<file path="src/hw/rtl/micedec_pkg.sv">
`default_nettype none

package micedec_pkg;

  localparam int unsigned NumAddrChars = 6;

  localparam logic [7:0] TYPE_CUR_GPS  = 8'h60;
  localparam logic [7:0] TYPE_OLD_GPS  = 8'h27;
  localparam logic [7:0] TYPE_CUR_RSV  = 8'h1c;
  localparam logic [7:0] TYPE_OLD_RSV  = 8'h1d;

  localparam logic [7:0] XTRA_BACKTICK = 8'h60;
  localparam logic [7:0] XTRA_GT       = 8'h3e;
  localparam logic [7:0] XTRA_RBRACKET = 8'h5d;

  localparam logic [7:0] CHR_ZERO = 8'h30;
  localparam logic [7:0] CHR_A    = 8'h41;
  localparam logic [7:0] CHR_K    = 8'h4b;
  localparam logic [7:0] CHR_L    = 8'h4c;
  localparam logic [7:0] CHR_P    = 8'h50;
  localparam logic [7:0] CHR_Z    = 8'h5a;

  localparam logic [3:0] MSG_EMERGENCY = 4'd7;
  localparam logic [3:0] MSG_UNKNOWN   = 4'd8;

  typedef struct packed {
    logic       legal;
    logic [3:0] digit;
    logic       blank;
    logic       flag;
    logic       custom;
  } addr_dec_t;

  function automatic addr_dec_t decode_addr(input logic [7:0] c);
    addr_dec_t r;
    logic [7:0] diff;
    r    = '0;
    diff = '0;
    if (c inside {[8'h30:8'h39]}) begin
      diff    = c - CHR_ZERO;
      r.legal = 1'b1;
      r.digit = diff[3:0];
    end else if (c inside {[8'h41:8'h4a]}) begin
      diff     = c - CHR_A;
      r.legal  = 1'b1;
      r.digit  = diff[3:0];
      r.flag   = 1'b1;
      r.custom = 1'b1;
    end else if (c == CHR_K) begin
      r.legal  = 1'b1;
      r.blank  = 1'b1;
      r.flag   = 1'b1;
      r.custom = 1'b1;
    end else if (c == CHR_L) begin
      r.legal = 1'b1;
      r.blank = 1'b1;
    end else if (c inside {[8'h50:8'h59]}) begin
      diff    = c - CHR_P;
      r.legal = 1'b1;
      r.digit = diff[3:0];
      r.flag  = 1'b1;
    end else if (c == CHR_Z) begin
      r.legal = 1'b1;
      r.blank = 1'b1;
      r.flag  = 1'b1;
    end
    return r;
  endfunction

endpackage

`default_nettype wire

</file>
<file path="src/hw/rtl/mic_e_position_decoder_unit.sv">
// Channel  | Dir | Handshake              | Payload
// s_axis   | in  | s_axis_tvalid/tready   | tdata 128 b report bytes, tuser extra_present
// m_axis   | out | m_axis_tvalid/tready   | tdata 96 b decoded fields, tuser report_valid
//
// One report per cycle while the output is not stalled; a report passes through the decode,
// the partial-product and the final-sum register stages.
// rst_ni clears the stage valid bits only.
// A stalled output holds all three stages; input ready is output ready or an empty last stage.
`default_nettype none

module mic_e_position_decoder_unit
  import micedec_pkg::*;
(
  input  wire logic         clk_i,
  input  wire logic         rst_ni,
  input  wire logic         s_axis_tvalid,
  output      logic         s_axis_tready,
  // dest_chars[47:0], data_type_byte[55:48], lon_bytes[79:56],
  // speed_course_bytes[103:80], symbol_bytes[119:104], extra_byte[127:120]
  input  wire logic [127:0] s_axis_tdata,
  // extra_present[0]
  input  wire logic         s_axis_tuser,
  output      logic         m_axis_tvalid,
  input  wire logic         m_axis_tready,
  // latitude_hmin[20:0], longitude_hmin[42:21], ambiguity_level[45:43],
  // msg_code[49:46], custom_message[50], ground_speed[61:51],
  // heading[71:62], symbol_code[79:72], symbol_table[87:80],
  // msg_support[88], null_position[89], zero fill [95:90]
  output      logic [95:0]  m_axis_tdata,
  // report_valid[0]
  output      logic         m_axis_tuser
);

  logic adv;
  logic v1_q, v2_q, v3_q;

  assign adv           = !v3_q || m_axis_tready;
  assign s_axis_tready = adv;
  assign m_axis_tvalid = v3_q;

  // stage 1: character decode, byte offsets
  logic [47:0] in_dest;
  logic [7:0]  in_dtype, in_extra;
  logic [23:0] in_lon, in_spc;
  logic [15:0] in_sym;

  assign in_dest  = s_axis_tdata[47:0];
  assign in_dtype = s_axis_tdata[55:48];
  assign in_lon   = s_axis_tdata[79:56];
  assign in_spc   = s_axis_tdata[103:80];
  assign in_sym   = s_axis_tdata[119:104];
  assign in_extra = s_axis_tdata[127:120];

  addr_dec_t          ad_d [NumAddrChars];
  addr_dec_t          ad_q [NumAddrChars];
  logic               ok1_d, ok1_q;
  logic signed [8:0]  dr_raw, mr_raw, hr_raw;
  logic signed [9:0]  d1_d, d1_q;
  logic signed [8:0]  m1_d, m1_q;
  logic [6:0]         h1_d, h1_q;
  logic signed [8:0]  sp1_d, sp1_q, dc1_d, dc1_q, se1_d, se1_q;
  logic               cap1_d, cap1_q;
  logic [15:0]        sym1_q;

  always_comb begin
    ok1_d = (in_dtype == TYPE_CUR_GPS) || (in_dtype == TYPE_OLD_GPS) ||
            (in_dtype == TYPE_CUR_RSV) || (in_dtype == TYPE_OLD_RSV);
    for (int i = 0; i < NumAddrChars; i++) begin
      ad_d[i] = decode_addr(in_dest[47 - 8 * i -: 8]);
      ok1_d   = ok1_d && ad_d[i].legal;
    end
    dr_raw = $signed({1'b0, in_lon[23:16]}) - 9'sd28;
    mr_raw = $signed({1'b0, in_lon[15:8]}) - 9'sd28;
    hr_raw = $signed({1'b0, in_lon[7:0]}) - 9'sd28;
    d1_d   = 10'(dr_raw) + (ad_d[4].flag ? 10'sd100 : 10'sd0);
    m1_d   = (mr_raw >= 9'sd60) ? (mr_raw - 9'sd60) : mr_raw;
    if (hr_raw < 9'sd0) begin
      h1_d = '0;
    end else if (hr_raw > 9'sd99) begin
      h1_d = 7'd99;
    end else begin
      h1_d = hr_raw[6:0];
    end
    sp1_d  = $signed({1'b0, in_spc[23:16]}) - 9'sd28;
    dc1_d  = $signed({1'b0, in_spc[15:8]}) - 9'sd28;
    se1_d  = $signed({1'b0, in_spc[7:0]}) - 9'sd28;
    cap1_d = s_axis_tuser && ((in_extra == XTRA_BACKTICK) || (in_extra == XTRA_GT) ||
                              (in_extra == XTRA_RBRACKET));
  end

  // stage 2: digit sums, message code, longitude fixups, divide by ten
  logic [6:0]         lat_deg_d, lat_deg_q;
  logic [13:0]        lat_sub_d, lat_sub_q;
  logic [2:0]         amb_d, amb_q;
  logic [3:0]         code_d, code_q;
  logic               cust_d, cust_q;
  logic               any_std, any_cus;
  logic [2:0]         msg_idx;
  logic signed [9:0]  d2_d, d2_q;
  logic signed [8:0]  m2_q;
  logic [6:0]         h2_q;
  logic signed [12:0] sp10_d, sp10_q;
  logic [7:0]         dc_abs;
  logic [15:0]        dc_prod;
  logic [4:0]         dq_u;
  logic [7:0]         dr_u;
  logic signed [5:0]  dq_d, dq_q;
  logic signed [4:0]  drm_d, drm_q;
  logic signed [8:0]  se2_q;
  logic               ok2_q, neg_lat_q, neg_lon_q, cap2_q;
  logic [15:0]        sym2_q;

  always_comb begin
    lat_deg_d = 7'(ad_q[0].digit) * 7'd10 + 7'(ad_q[1].digit);
    lat_sub_d = 14'(ad_q[2].digit) * 14'd1000 + 14'(ad_q[3].digit) * 14'd100 +
                14'(ad_q[4].digit) * 14'd10 + 14'(ad_q[5].digit);

    if (!ad_q[5].blank) begin
      amb_d = 3'd0;
    end else if (!ad_q[4].blank) begin
      amb_d = 3'd1;
    end else if (!ad_q[3].blank) begin
      amb_d = 3'd2;
    end else if (!ad_q[2].blank) begin
      amb_d = 3'd3;
    end else begin
      amb_d = 3'd4;
    end

    msg_idx = {ad_q[0].flag, ad_q[1].flag, ad_q[2].flag};
    any_std = (ad_q[0].flag && !ad_q[0].custom) || (ad_q[1].flag && !ad_q[1].custom) ||
              (ad_q[2].flag && !ad_q[2].custom);
    any_cus = (ad_q[0].flag && ad_q[0].custom) || (ad_q[1].flag && ad_q[1].custom) ||
              (ad_q[2].flag && ad_q[2].custom);
    cust_d  = 1'b0;
    if (msg_idx == 3'd0) begin
      code_d = MSG_EMERGENCY;
    end else if (any_std && any_cus) begin
      code_d = MSG_UNKNOWN;
    end else begin
      code_d = MSG_EMERGENCY - {1'b0, msg_idx};
      cust_d = any_cus;
    end

    if (d1_q >= 10'sd180 && d1_q <= 10'sd189) begin
      d2_d = d1_q - 10'sd80;
    end else if (d1_q >= 10'sd190 && d1_q <= 10'sd199) begin
      d2_d = d1_q - 10'sd190;
    end else begin
      d2_d = d1_q;
    end

    sp10_d  = 13'(sp1_q) * 13'sd10;
    // truncating divide by ten on the magnitude, sign restored after
    dc_abs  = dc1_q[8] ? 8'(-dc1_q) : dc1_q[7:0];
    dc_prod = 16'(dc_abs) * 16'd205;
    dq_u    = dc_prod[15:11];
    dr_u    = dc_abs - 8'(dq_u) * 8'd10;
    dq_d    = dc1_q[8] ? -$signed({1'b0, dq_u}) : $signed({1'b0, dq_u});
    drm_d   = dc1_q[8] ? -$signed({1'b0, dr_u[3:0]}) : $signed({1'b0, dr_u[3:0]});
  end

  // stage 3: constant multiplies, wraps, clamps, output register
  logic [19:0]        lat_u;
  logic signed [20:0] lat_d, lat_q;
  logic signed [21:0] lon_mag, lon_d, lon_q;
  logic signed [12:0] spd_s, spd_w;
  logic signed [11:0] crs_s, crs_w;
  logic [10:0]        spd_d, spd_q;
  logic [9:0]         crs_d, crs_q;
  logic               null_d, null_q;
  logic               ok3_q, cust3_q, cap3_q;
  logic [2:0]         amb3_q;
  logic [3:0]         code3_q;
  logic [15:0]        sym3_q;

  always_comb begin
    lat_u   = 20'(lat_deg_q) * 20'd6000 + 20'(lat_sub_q);
    lat_d   = neg_lat_q ? -$signed({1'b0, lat_u}) : $signed({1'b0, lat_u});
    lon_mag = 22'(d2_q) * 22'sd6000 + 22'(m2_q) * 22'sd100 + $signed({15'd0, h2_q});
    lon_d   = neg_lon_q ? -lon_mag : lon_mag;
    spd_s   = sp10_q + 13'(dq_q);
    spd_w   = (spd_s >= 13'sd800) ? (spd_s - 13'sd800) : spd_s;
    spd_d   = spd_w[12] ? '0 : spd_w[10:0];
    crs_s   = 12'(drm_q) * 12'sd100 + 12'(se2_q);
    crs_w   = (crs_s >= 12'sd400) ? (crs_s - 12'sd400) : crs_s;
    crs_d   = crs_w[11] ? '0 : crs_w[9:0];
    null_d  = (lat_deg_q == 7'd0) && (lat_sub_q == 14'd0);
  end

  always_ff @(posedge clk_i or negedge rst_ni) begin
    if (!rst_ni) begin
      v1_q <= 1'b0;
      v2_q <= 1'b0;
      v3_q <= 1'b0;
    end else if (adv) begin
      v1_q <= s_axis_tvalid;
      v2_q <= v1_q;
      v3_q <= v2_q;
    end
  end

  always_ff @(posedge clk_i) begin
    if (adv) begin
      ad_q      <= ad_d;
      ok1_q     <= ok1_d;
      d1_q      <= d1_d;
      m1_q      <= m1_d;
      h1_q      <= h1_d;
      sp1_q     <= sp1_d;
      dc1_q     <= dc1_d;
      se1_q     <= se1_d;
      cap1_q    <= cap1_d;
      sym1_q    <= in_sym;

      lat_deg_q <= lat_deg_d;
      lat_sub_q <= lat_sub_d;
      amb_q     <= amb_d;
      code_q    <= code_d;
      cust_q    <= cust_d;
      d2_q      <= d2_d;
      m2_q      <= m1_q;
      h2_q      <= h1_q;
      sp10_q    <= sp10_d;
      dq_q      <= dq_d;
      drm_q     <= drm_d;
      se2_q     <= se1_q;
      ok2_q     <= ok1_q;
      neg_lat_q <= !ad_q[3].flag;
      neg_lon_q <= ad_q[5].flag;
      cap2_q    <= cap1_q;
      sym2_q    <= sym1_q;

      lat_q     <= lat_d;
      lon_q     <= lon_d;
      spd_q     <= spd_d;
      crs_q     <= crs_d;
      null_q    <= null_d;
      ok3_q     <= ok2_q;
      cust3_q   <= cust_q;
      cap3_q    <= cap2_q;
      amb3_q    <= amb_q;
      code3_q   <= code_q;
      sym3_q    <= sym2_q;
    end
  end

  // zero every field of an invalid report
  always_comb begin
    m_axis_tuser = ok3_q;
    m_axis_tdata = '0;
    if (ok3_q) begin
      m_axis_tdata[20:0]  = lat_q;
      m_axis_tdata[42:21] = lon_q;
      m_axis_tdata[45:43] = amb3_q;
      m_axis_tdata[49:46] = code3_q;
      m_axis_tdata[50]    = cust3_q;
      m_axis_tdata[61:51] = spd_q;
      m_axis_tdata[71:62] = crs_q;
      m_axis_tdata[79:72] = sym3_q[15:8];
      m_axis_tdata[87:80] = sym3_q[7:0];
      m_axis_tdata[88]    = cap3_q;
      m_axis_tdata[89]    = null_q;
    end
  end

endmodule

`default_nettype wire

</file>
<file path="config.mk">
export PLATFORM = sky130hd
export DESIGN_NAME = mic_e_position_decoder_unit
export DESIGN_NICKNAME = d
export VERILOG_FILES = /design/src/hw/rtl/micedec_pkg.sv /design/src/hw/rtl/mic_e_position_decoder_unit.sv
export SDC_FILE = /design/constraint.sdc
export NUM_CORES = 1
export LEC_CHECK = 0
export ABC_AREA = 1
export BUFFER_PORTS_ARGS = -buffer_cell sky130_fd_sc_hd__buf_2
export CAP_MARGIN = 20
export CORE_MARGIN = 2
export CORE_UTILIZATION = 30
export CTS_CLUSTER_DIAMETER = 200
export CTS_CLUSTER_SIZE = 8
export DETAILED_ROUTE_END_ITERATION = 7
export HOLD_SLACK_MARGIN = 0.05
export PLACE_DENSITY_LB_ADDON = 0.12
export SYNTH_ARGS = -nofsm -noshare
export SYNTH_HDL_FRONTEND = slang
export SYNTH_SLANG_ARGS = --single-unit
</file>
<file path="constraint.sdc">
create_clock -name clk_i -period 13.6 [get_ports clk_i]
set_clock_uncertainty 0.05 [all_clocks]
set_input_delay 2.72 -clock clk_i [delete_from_list [all_inputs] [get_ports clk_i]]
set_output_delay 2.72 -clock clk_i [all_outputs]
set_load 0.02 [all_outputs]
</file>
## Yosys cells after proc, flatten, opt, wreduce, memory -nomap -nowiden

Cells that the tools add are included.

- $add $sub $neg: 46
- Multipliers: 11
- Equal/unequal tests: 25
- Muxes and demuxes: 116
- Order comparisons: 45
- Reductions and logical operators: 61

Operators with widths:

| kind | number |
|---|---|
| $eq 8x7->1 const B | 21 |
| $ge 8x7->1 const B | 12 |
| $le 8x7->1 const B | 12 |
| $mux 90 | 1 |
| $mux 4 | 20 |
| $sub 4x1->4 const B | 18 |
| $mux 5 | 13 |
| $sub 8x5->9 const B | 6 |
| $mux 1 | 53 |
| $ge 8x6->1 const B | 6 |
| $le 8x6->1 const B | 6 |
| $mux 2 | 18 |
| $logic_and 1x1->1 | 35 |
| $add 22x17->22 | 1 |
| $add 22x8->22 | 1 |
| $mux 22 | 1 |
| $neg 22->22 | 1 |
| $neg 20->21 | 1 |
| $add 20x14->20 | 1 |
| $ge 10x9->1 const B | 2 |
| $le 10x9->1 const B | 2 |
| $mux 10 | 2 |
| $mux 20 | 1 |
| $mul 10x10->18 const B | 1 |
| 48 further kinds | 69 |

- Register bits after elaboration: 308
- Output and inout bits: 99

## Depth between registers and ports, before layout

Gate-level depths: netlist of the first run.

- Word-level depth: 13
- Mapped depth: 34
- Gate-level depth less buffers: 34

## Worst setup path before layout of the first run

No wires, ideal clock.

- Path type: input -> output
- Start: in m_axis_tready
- End: out s_axis_tready
- Arrival: 9.346 ns
- Path slack: 1.484 ns
- Path buffers: 0
- Stages: 2
- Cell sequence: inv_1 nand2_1

- Longest elaborated chain between the ends: 1

Ends and longest elaborated chain:

| what | RTL line | RTL |
|---|---|---|
| from (decl) | mic_e_position_decoder_unit.sv:24 | `input wire logic m_axis_tready,` |
| $logic_or 1x1->1 | mic_e_position_decoder_unit.sv:37 | `assign adv = !v3_q \|\| m_axis_tready;` |
| to (decl) | mic_e_position_decoder_unit.sv:17 | `output logic s_axis_tready,` |

Every way passes these cells.

## Worst setup path in the final report of the first run

- Start: reg d2_q[4]
- End: reg lon_q[20], data pin

- Longest elaborated chain between the ends: 5

Ends and longest elaborated chain:

| what | RTL line | RTL |
|---|---|---|
| from (decl) | mic_e_position_decoder_unit.sv:99 | `logic signed [9:0] d2_d, d2_q;` |
| from (signal assigned) | mic_e_position_decoder_unit.sv:221 | `d2_q <= d2_d;` |
| $mul 10x10->18 * | mic_e_position_decoder_unit.sv:180 | `lon_mag = 22'(d2_q) * 22'sd6000 + 22'(m2_q) * 22'sd100 + $signed({15'd0, h2_q});` |
| $add 22x17->22 * | mic_e_position_decoder_unit.sv:180 |  |
| $add 22x8->22 * | mic_e_position_decoder_unit.sv:180 |  |
| $neg 22->22 | mic_e_position_decoder_unit.sv:181 | `lon_d = neg_lon_q ? -lon_mag : lon_mag;` |
| $mux 22 * | mic_e_position_decoder_unit.sv:181 |  |
| via lon_d[20] | mic_e_position_decoder_unit.sv:166 | `logic signed [21:0] lon_mag, lon_d, lon_q;` |
| to (signal assigned) | mic_e_position_decoder_unit.sv:235 | `lon_q <= lon_d;` |
| to (decl) | mic_e_position_decoder_unit.sv:166 |  |

The timed path passes the listed nets; every way through them passes the cells marked *.
A chain may end at the register's enable or synchronous reset.

==> out/results.ini, run 1 <==
[outcome]
status=completed

[global_routing]
grt_max_degree=65
grt_pass1_wl_microns=102500
grt_pass1_vias=20330
groute.usage.overall_pct=13.57
antenna_found_initial=20
overflow=0

[synth]
ys_ff_latch=308
ys_warn_count=0
synth-main-ff-cell=edfxtp_1
syn_avg_cell_area_sq_um=8.569
synthTopCellsByCount=698 x inv_1, 680 x nand2_1, 358 x ha_1
ys_async_sr_fraction_pct=0.9740
yosysTopAreaCellShare_pct=33.97
synthDistinctLibCells=62
syn-cell-area_sq_um=26960
synth_edf_count=305
synth_area_leader_cell=edfxtp_1
yosysMostFrequentCell=inv_1
synth.yosys.seq_area_share_pct=34.25
synthCells=3146
synth.area.top_cells=edfxtp_1 34%, ha_1 17%, inv_1 9.7%

[drt]
drcViolationCount=0
drt-total-wl_microns=61350
post_drt_wl_per_cell_microns=13.37
vias_per_cell=4.367
final_antenna_net_count=0
dr.pass1.iters=5
drt_iter0_drc=833
vias=20040

[clock_tree]
clock_sinks=308
cts_tree=built
htreeDepth=2
numCtsBuffers=44
root_buffer=clkbuf_16
clock_latency_ns=0.61
ctsHoldBuffers=0
cts.clk_slew.worst_paths_ns=0.06
cts_repair_resize_count=0
clock_path_buffers=3
post_cts_buffers=0

[setup_path]
path_class=reg2reg
critPathArrivalTime_ns=6.96
cp_slowest_cell=edfxtp_1
crit_buf_inv=7
worstPathMaxFanout=7
crit_start=d2_q[4]
crit_path_start_kind=flip-flop
rrSetupSlack_ns=6.93
crit_family=adder cells
crit_path_frequent_cell=nand2_1
endpoint_kind=flip-flop
slowest_delay_ns=0.56
worstReg2RegStart=d2_q[4]
regToRegEndpoint=lon_q[20]
path_depth=33
crit_path_end=lon_q[20]
required_ns=13.89
rr_worst_depth=33

[timing]
fin_crit_ns=6.671
relSlewSlack_pct=43.01
fin_crit_sh_pct=49.05
slew_viol_final=0
rsz0062_at_grt=false
fin_tns_setup_ns=0
setup_viol=0
worst_slew_pin_slew_ns=0.8548
fmax_ghz=0.1499
final-hold-violation-count=0

[floorplanning]
die_w_microns=303.8
rows=109
die_area_sq_um=92280
core_sq_um=88780
fp.dieH_microns=303.8
initial_core_util_pct=30.37
ios=232

[cells_and_area]
drive_above_1_share_pct=8.945
nets=4012
area_delta_synth_final_pct=14.15

[place]
finalWeightedCongestion=0.8369
hpwl_microns=50200
io_buffers=225

[hold_path]
min-delay-path-class=reg2reg

[run]
drv_cap=0

-- worst register-to-register path: cells and delay by family, from the launching register on --
| kind | cells | cell delay, ns |
|---|---|---|
| simple gates | 13 | 1.37 |
| xor+xnor | 1 | 0.17 |
| fa+ha+maj | 8 | 3.16 |
| flops | 1 | 0.56 |
| compound gates | 4 | 0.81 |
| buf+inv | 7 | 0.30 |
-- layout make-up --
type	count	area, sq um
diodes	3	7.507
clock buffers	57	1150
clock inverters	4	110.1
fillers	9365	58010
inverters	701	2631
multi-input cells	2119	15000
flip-flops and latches	308	9234
well taps	1165	1458
repair buffers	232	1179
-- per-stage QoR --
| step | utilization, % | hold WS, ns | area, sq um | cells | setup slack, ns |
|---|---|---|---|---|---|
| floorplan | - | 0.3503 | 26980 | 3151 | 1.484 |
| global placement | 33.23 | 0.3504 | 29510 | 4525 | 6.936 |
| detailed placement | 33.23 | 0.3545 | 29510 | 4525 | 6.864 |
| CTS | 34.65 | 0.3602 | 30770 | 4586 | 6.865 |
| global route | 34.66 | 0.3691 | 30770 | 4589 | 6.245 |
| finish | 34.66 | 0.3589 | 30770 | 4589 | 6.929 |
-- sequential cells by signal (all words and copies together) (netlist names), 10 cells and up --
register,cells
sp10_q,12
lon_q,22
sym2_q,16
sym1_q,16
ad_q,36
d1_q,10
spd_q,11
lat_q,21
lat_sub_q,14
d2_q,10
sym3_q,16
crs_q,10
-- logic make-up (layout without fill, tap and decap cells) --
family,after synthesis,in the layout,share of synthesized area [%]
flip-flops,308,308,34.25
XOR/XNOR,171,171,5.606
multiplexers,2,2,0.08353
AND/OR/NAND/NOR,1173,1173,18.39
adder cells (fa/ha/maj),473,473,25.15
other,1,9,0.01391
buffers and inverters,724,994,10.19
AO/OA/AOI/OAI,294,294,6.312
-- worst min-delay path by stage --
stage,from,endpoint,slack (ns),depth (start not counted)
2_1_floorplan,amb_q[0],amb3_q[0],0.35,0
3_3_place_gp,sym2_q[3],sym3_q[3],0.35,0
3_5_place_dp,code_q[0],code3_q[0],0.35,0
4_1_cts,sym1_q[3],sym2_q[3],0.36,0
5_1_grt,sym1_q[15],sym2_q[15],0.37,0
6_report,code_q[0],code3_q[0],0.36,0
-- routing by layer --
layer / GRT usage (%) / part of all wire (%)
met5: 0 / 0.24
met4: 3.864 / 2.4
met3: 3.217 / 5.0
met2: 21.50 / 43
met1: 18.42 / 50
-- cell usage in the layout, fill, tap and decap left out, types with 5 or more instances in the layout --
cell type	synthesis	final
xnor2_1	57	57
a21o_1	8	8
nand4_1	47	47
fa_1	115	115
nand3_1	169	169
edfxtp_1	305	305
buf_4	6	7
xor2_1	113	113
o22ai_1	13	13
nor4_1	6	6
nor3_1	36	36
inv_1	698	698
buf_2	0	225
clkbuf_16	0	44
a31oi_1	13	13
nand3b_1	15	15
nand2_1	680	679
ha_1	358	358
o21ai_1	6	6
o21ai_0	82	82
o31ai_1	13	13
o21bai_1	7	7
conb_1	1	6
and2_1	5	5
nor2_1	189	189
a21boi_0	5	5
clkbuf_1	16	13
a21oi_1	119	119
Power of run 1 is not shown: default switching activity piles up to over one toggle a cycle in this logic, so the estimate is an artifact.
==> run 2: changes to the inputs <==
Settings changed: ABC_AREA 1 to 0.
Clock period 13.6 ns to 6.5 ns, I/O delays scaled along.
==> run 2 against run 1 <==
Effect of this change:
- register-to-register slack worse by 6.8 ns
- maximum frequency increased by 4.4%
- global-route usage up 0.17 points
- critical path depth decreased by 7
- via count decreased by 11%
- flip-flop and latch count is the same
- sequential share of layout area up 0.40 points
- routed wire length shrank 1.5%
- cell area shrank 1.3%
- synthesized area decreased by 5.3%
- first-iteration DRC count fell by 9.4%
- synthesized cell count decreased by 24%
==> out/results.ini, run 2 <==
[timing]
fin_tns_setup_ns=0  ; unchanged
worst_slew_pin_slew_ns=1.115  ; +0.2601 ns
rsz0062_at_grt=true
fin_crit_sh_pct=98.28  ; +49 points
relSlewSlack_pct=24.73  ; -18 points
slew_viol_final=0  ; unchanged
final-hold-violation-count=0  ; unchanged
fin_crit_ns=6.388  ; -0.2828 ns
setup_viol=0  ; unchanged
whs_ns=0.3565  ; -0.002379 ns
fmax_ghz=0.1565  ; +4.4%

[synth]
ys_ff_latch=308  ; unchanged
syn-cell-area_sq_um=25540  ; -5.3%
yosysTopAreaCellShare_pct=35.87  ; +1.9 points
synth_edf_count=305  ; unchanged
syn_avg_cell_area_sq_um=10.64  ; +24%
synth_area_leader_cell=edfxtp_1
synthCells=2400  ; -24%
ys_async_sr_fraction_pct=0.9740  ; unchanged
synth-main-ff-cell=edfxtp_1
yosysMostFrequentCell=ha_1
ys_warn_count=0  ; unchanged
synth.area.top_cells=edfxtp_1 36%, ha_1 18%, fa_1 9.0%
synthTopCellsByCount=358 x ha_1, 340 x inv_1, 305 x edfxtp_1
synthDistinctLibCells=99  ; +60%
synth.yosys.seq_area_share_pct=36.16  ; +1.9 points

[drt]
final_antenna_net_count=0  ; unchanged
drt_iter0_drc=755  ; -9.4%
drcViolationCount=0  ; unchanged
dr.pass1.iters=5  ; unchanged
drt-total-wl_microns=60410  ; -1.5%
post_drt_wl_per_cell_microns=15.53  ; +16%
vias_per_cell=4.604  ; +5.4%
vias=17900  ; -11%

[cells_and_area]
largest_register_ffs=36  ; unchanged
stdcell_area_sq_um=30370  ; -1.3%
final_util_pct=36.18  ; +1.5 points
regMostFlops=ad_q
final_common_cell=ha_1
nets=3346  ; -17%
final_cell_mix=346 x ha_1, 330 x inv_1, 305 x edfxtp_1, 225 x buf_2, 135 x xnor2_1
drive_above_1_share_pct=17.75  ; +8.8 points
nFillCells=8302  ; -11%
area_delta_synth_final_pct=18.94
reg.largest.list=ad_q: 36 flops, lon_q: 22 flops, lat_q: 21 flops

[place]
hpwl_microns=48140  ; -4.1%
finalWeightedCongestion=0.8293  ; -0.91%
io_buffers=225  ; unchanged
post_dp_cell_area_sq_um=28480  ; -3.5%

[global_routing]
grt_pass1_vias=18390  ; -9.5%
groute.usage.overall_pct=13.73  ; +0.17 points
antenna_found_initial=21  ; +5.0%
overflow=0  ; unchanged
grt_pass1_wl_microns=95410  ; -6.9%
grt_max_degree=132  ; +100%

[clock_tree]
clock_path_buffers=3  ; unchanged
clock_latency_ns=0.58  ; -0.03 ns
numCtsBuffers=44  ; unchanged
cts.clk_slew.worst_paths_ns=0.06  ; about the same
clock_sinks=308  ; unchanged
htreeDepth=2  ; unchanged
cts_tree=built
root_buffer=clkbuf_16

[hold_path]
min-delay-path-class=reg2reg

[setup_path]
worstPathMaxFanout=4  ; -3
path_class=reg2reg
endpoint_kind=flip-flop
critPathArrivalTime_ns=6.67  ; -0.29 ns
crit_path_start_kind=flip-flop
rrSetupSlack_ns=0.11  ; -6.82 ns
required_ns=6.78  ; -7.11 ns

[floorplanning]
ios=232  ; unchanged
die_area_sq_um=87470  ; -5.2%
core_sq_um=83950  ; -5.4%
die_w_microns=295.8  ; -2.6%
fp.dieH_microns=295.8  ; -2.6%
rows=106  ; -2.8%
initial_core_util_pct=30.42  ; +0.051 points

[run]
drv_cap=0  ; unchanged

[outcome]
status=completed

[run 2: layout make-up]
| type | count | area [sq um] | share of cell area [%] |
|---|---|---|---|
| antenna | 6 | 15.01 | 0.04944 |
| multi-input combinational | 1721 | 15280 | 50.31 |
| clock buffer | 52 | 1152 | 3.794 |
| clock inverter | 3 | 70.07 | 0.2307 |
| timing repair buffer | 325 | 1924 | 6.336 |
| sequential | 308 | 9234 | 30.40 |
| tap | 1134 | 1419 | 4.672 |
| inverter | 340 | 1276 | 4.202 |
[run 2: kinds of logic (layout without fill, tap and decap cells)]
family	Yosys count	count (layout)	synth area share, %
AOI/OAI and AO/OA	431	431	11.33
DFF	308	308	36.16
and+or+nand+nor	586	586	12.48
buffers and inverters	376	720	5.630
muxes	15	15	0.6223
xor gates and xnor gates	210	210	7.203
adders and majority gates	473	473	26.56
other	1	12	0.01469
[run 2: layer usage]
layer	track usage (%)	part of all wire [%]	up-vias
met5	0	0.18	-
met4	3.566	2.3	18
met3	3.657	6.4	102
met2	22.83	46	310
met1	17.61	45	8407
li1	-	-	9067
[run 2: what timing repair did]
item | in CTS | in global routing
gates resized for setup | 17 | 70
pin swaps | 21 | 47
endpoints found under the setup margin | 6 | 9
gates cloned | 0 | 0
hold buffers | 0 | 0
buffers inserted | 5 | 29
[run 2: stage by stage]
stage	instances	setup slack, ns
3_3_place_gp	3794	-0.2041
3_5_place_dp	3794	-0.2125
4_1_cts	3854	0.01232
6_report	3889	0.1116
5_1_grt	3887	-0.1335
2_1_floorplan	2405	0.03544
[run 2: worst max-delay path, stage by stage (launching register included)]
cell,delay (ns)
edfxtp_1,0.38
buf_4,0.16
fa_1,0.40
inv_1,0.09
fa_1,0.42
inv_1,0.07
ha_1,0.24
fa_1,0.54
inv_1,0.05
fa_1,0.50
inv_1,0.07
ha_4,0.17
o41ai_2,0.39
buf_4,0.17
o21bai_1,0.07
a21oi_1,0.20
xnor2_1,0.16
ha_1,0.29
ha_4,0.28
inv_2,0.08
nor2_1,0.06
a221oi_2,0.27
o311ai_2,0.18
a2111oi_4,0.34
nand4_2,0.15
o31ai_2,0.24
xnor2_1,0.10
[run 2: path summary, 6_finish.rpt]
path,startpoint,end,depth (start not counted)
setup / recovery,d2_q[0],lon_q[21],26
setup reg to reg,d2_q[0],lon_q[21],26
max in group asynchronous,rst_ni,v1_q,1
hold / removal,h1_q[0],h2_q[0],0
min in group asynchronous,rst_ni,v2_q,1
hold reg to reg,h1_q[0],h2_q[0],0
Power of run 2 is left out for the same reason.
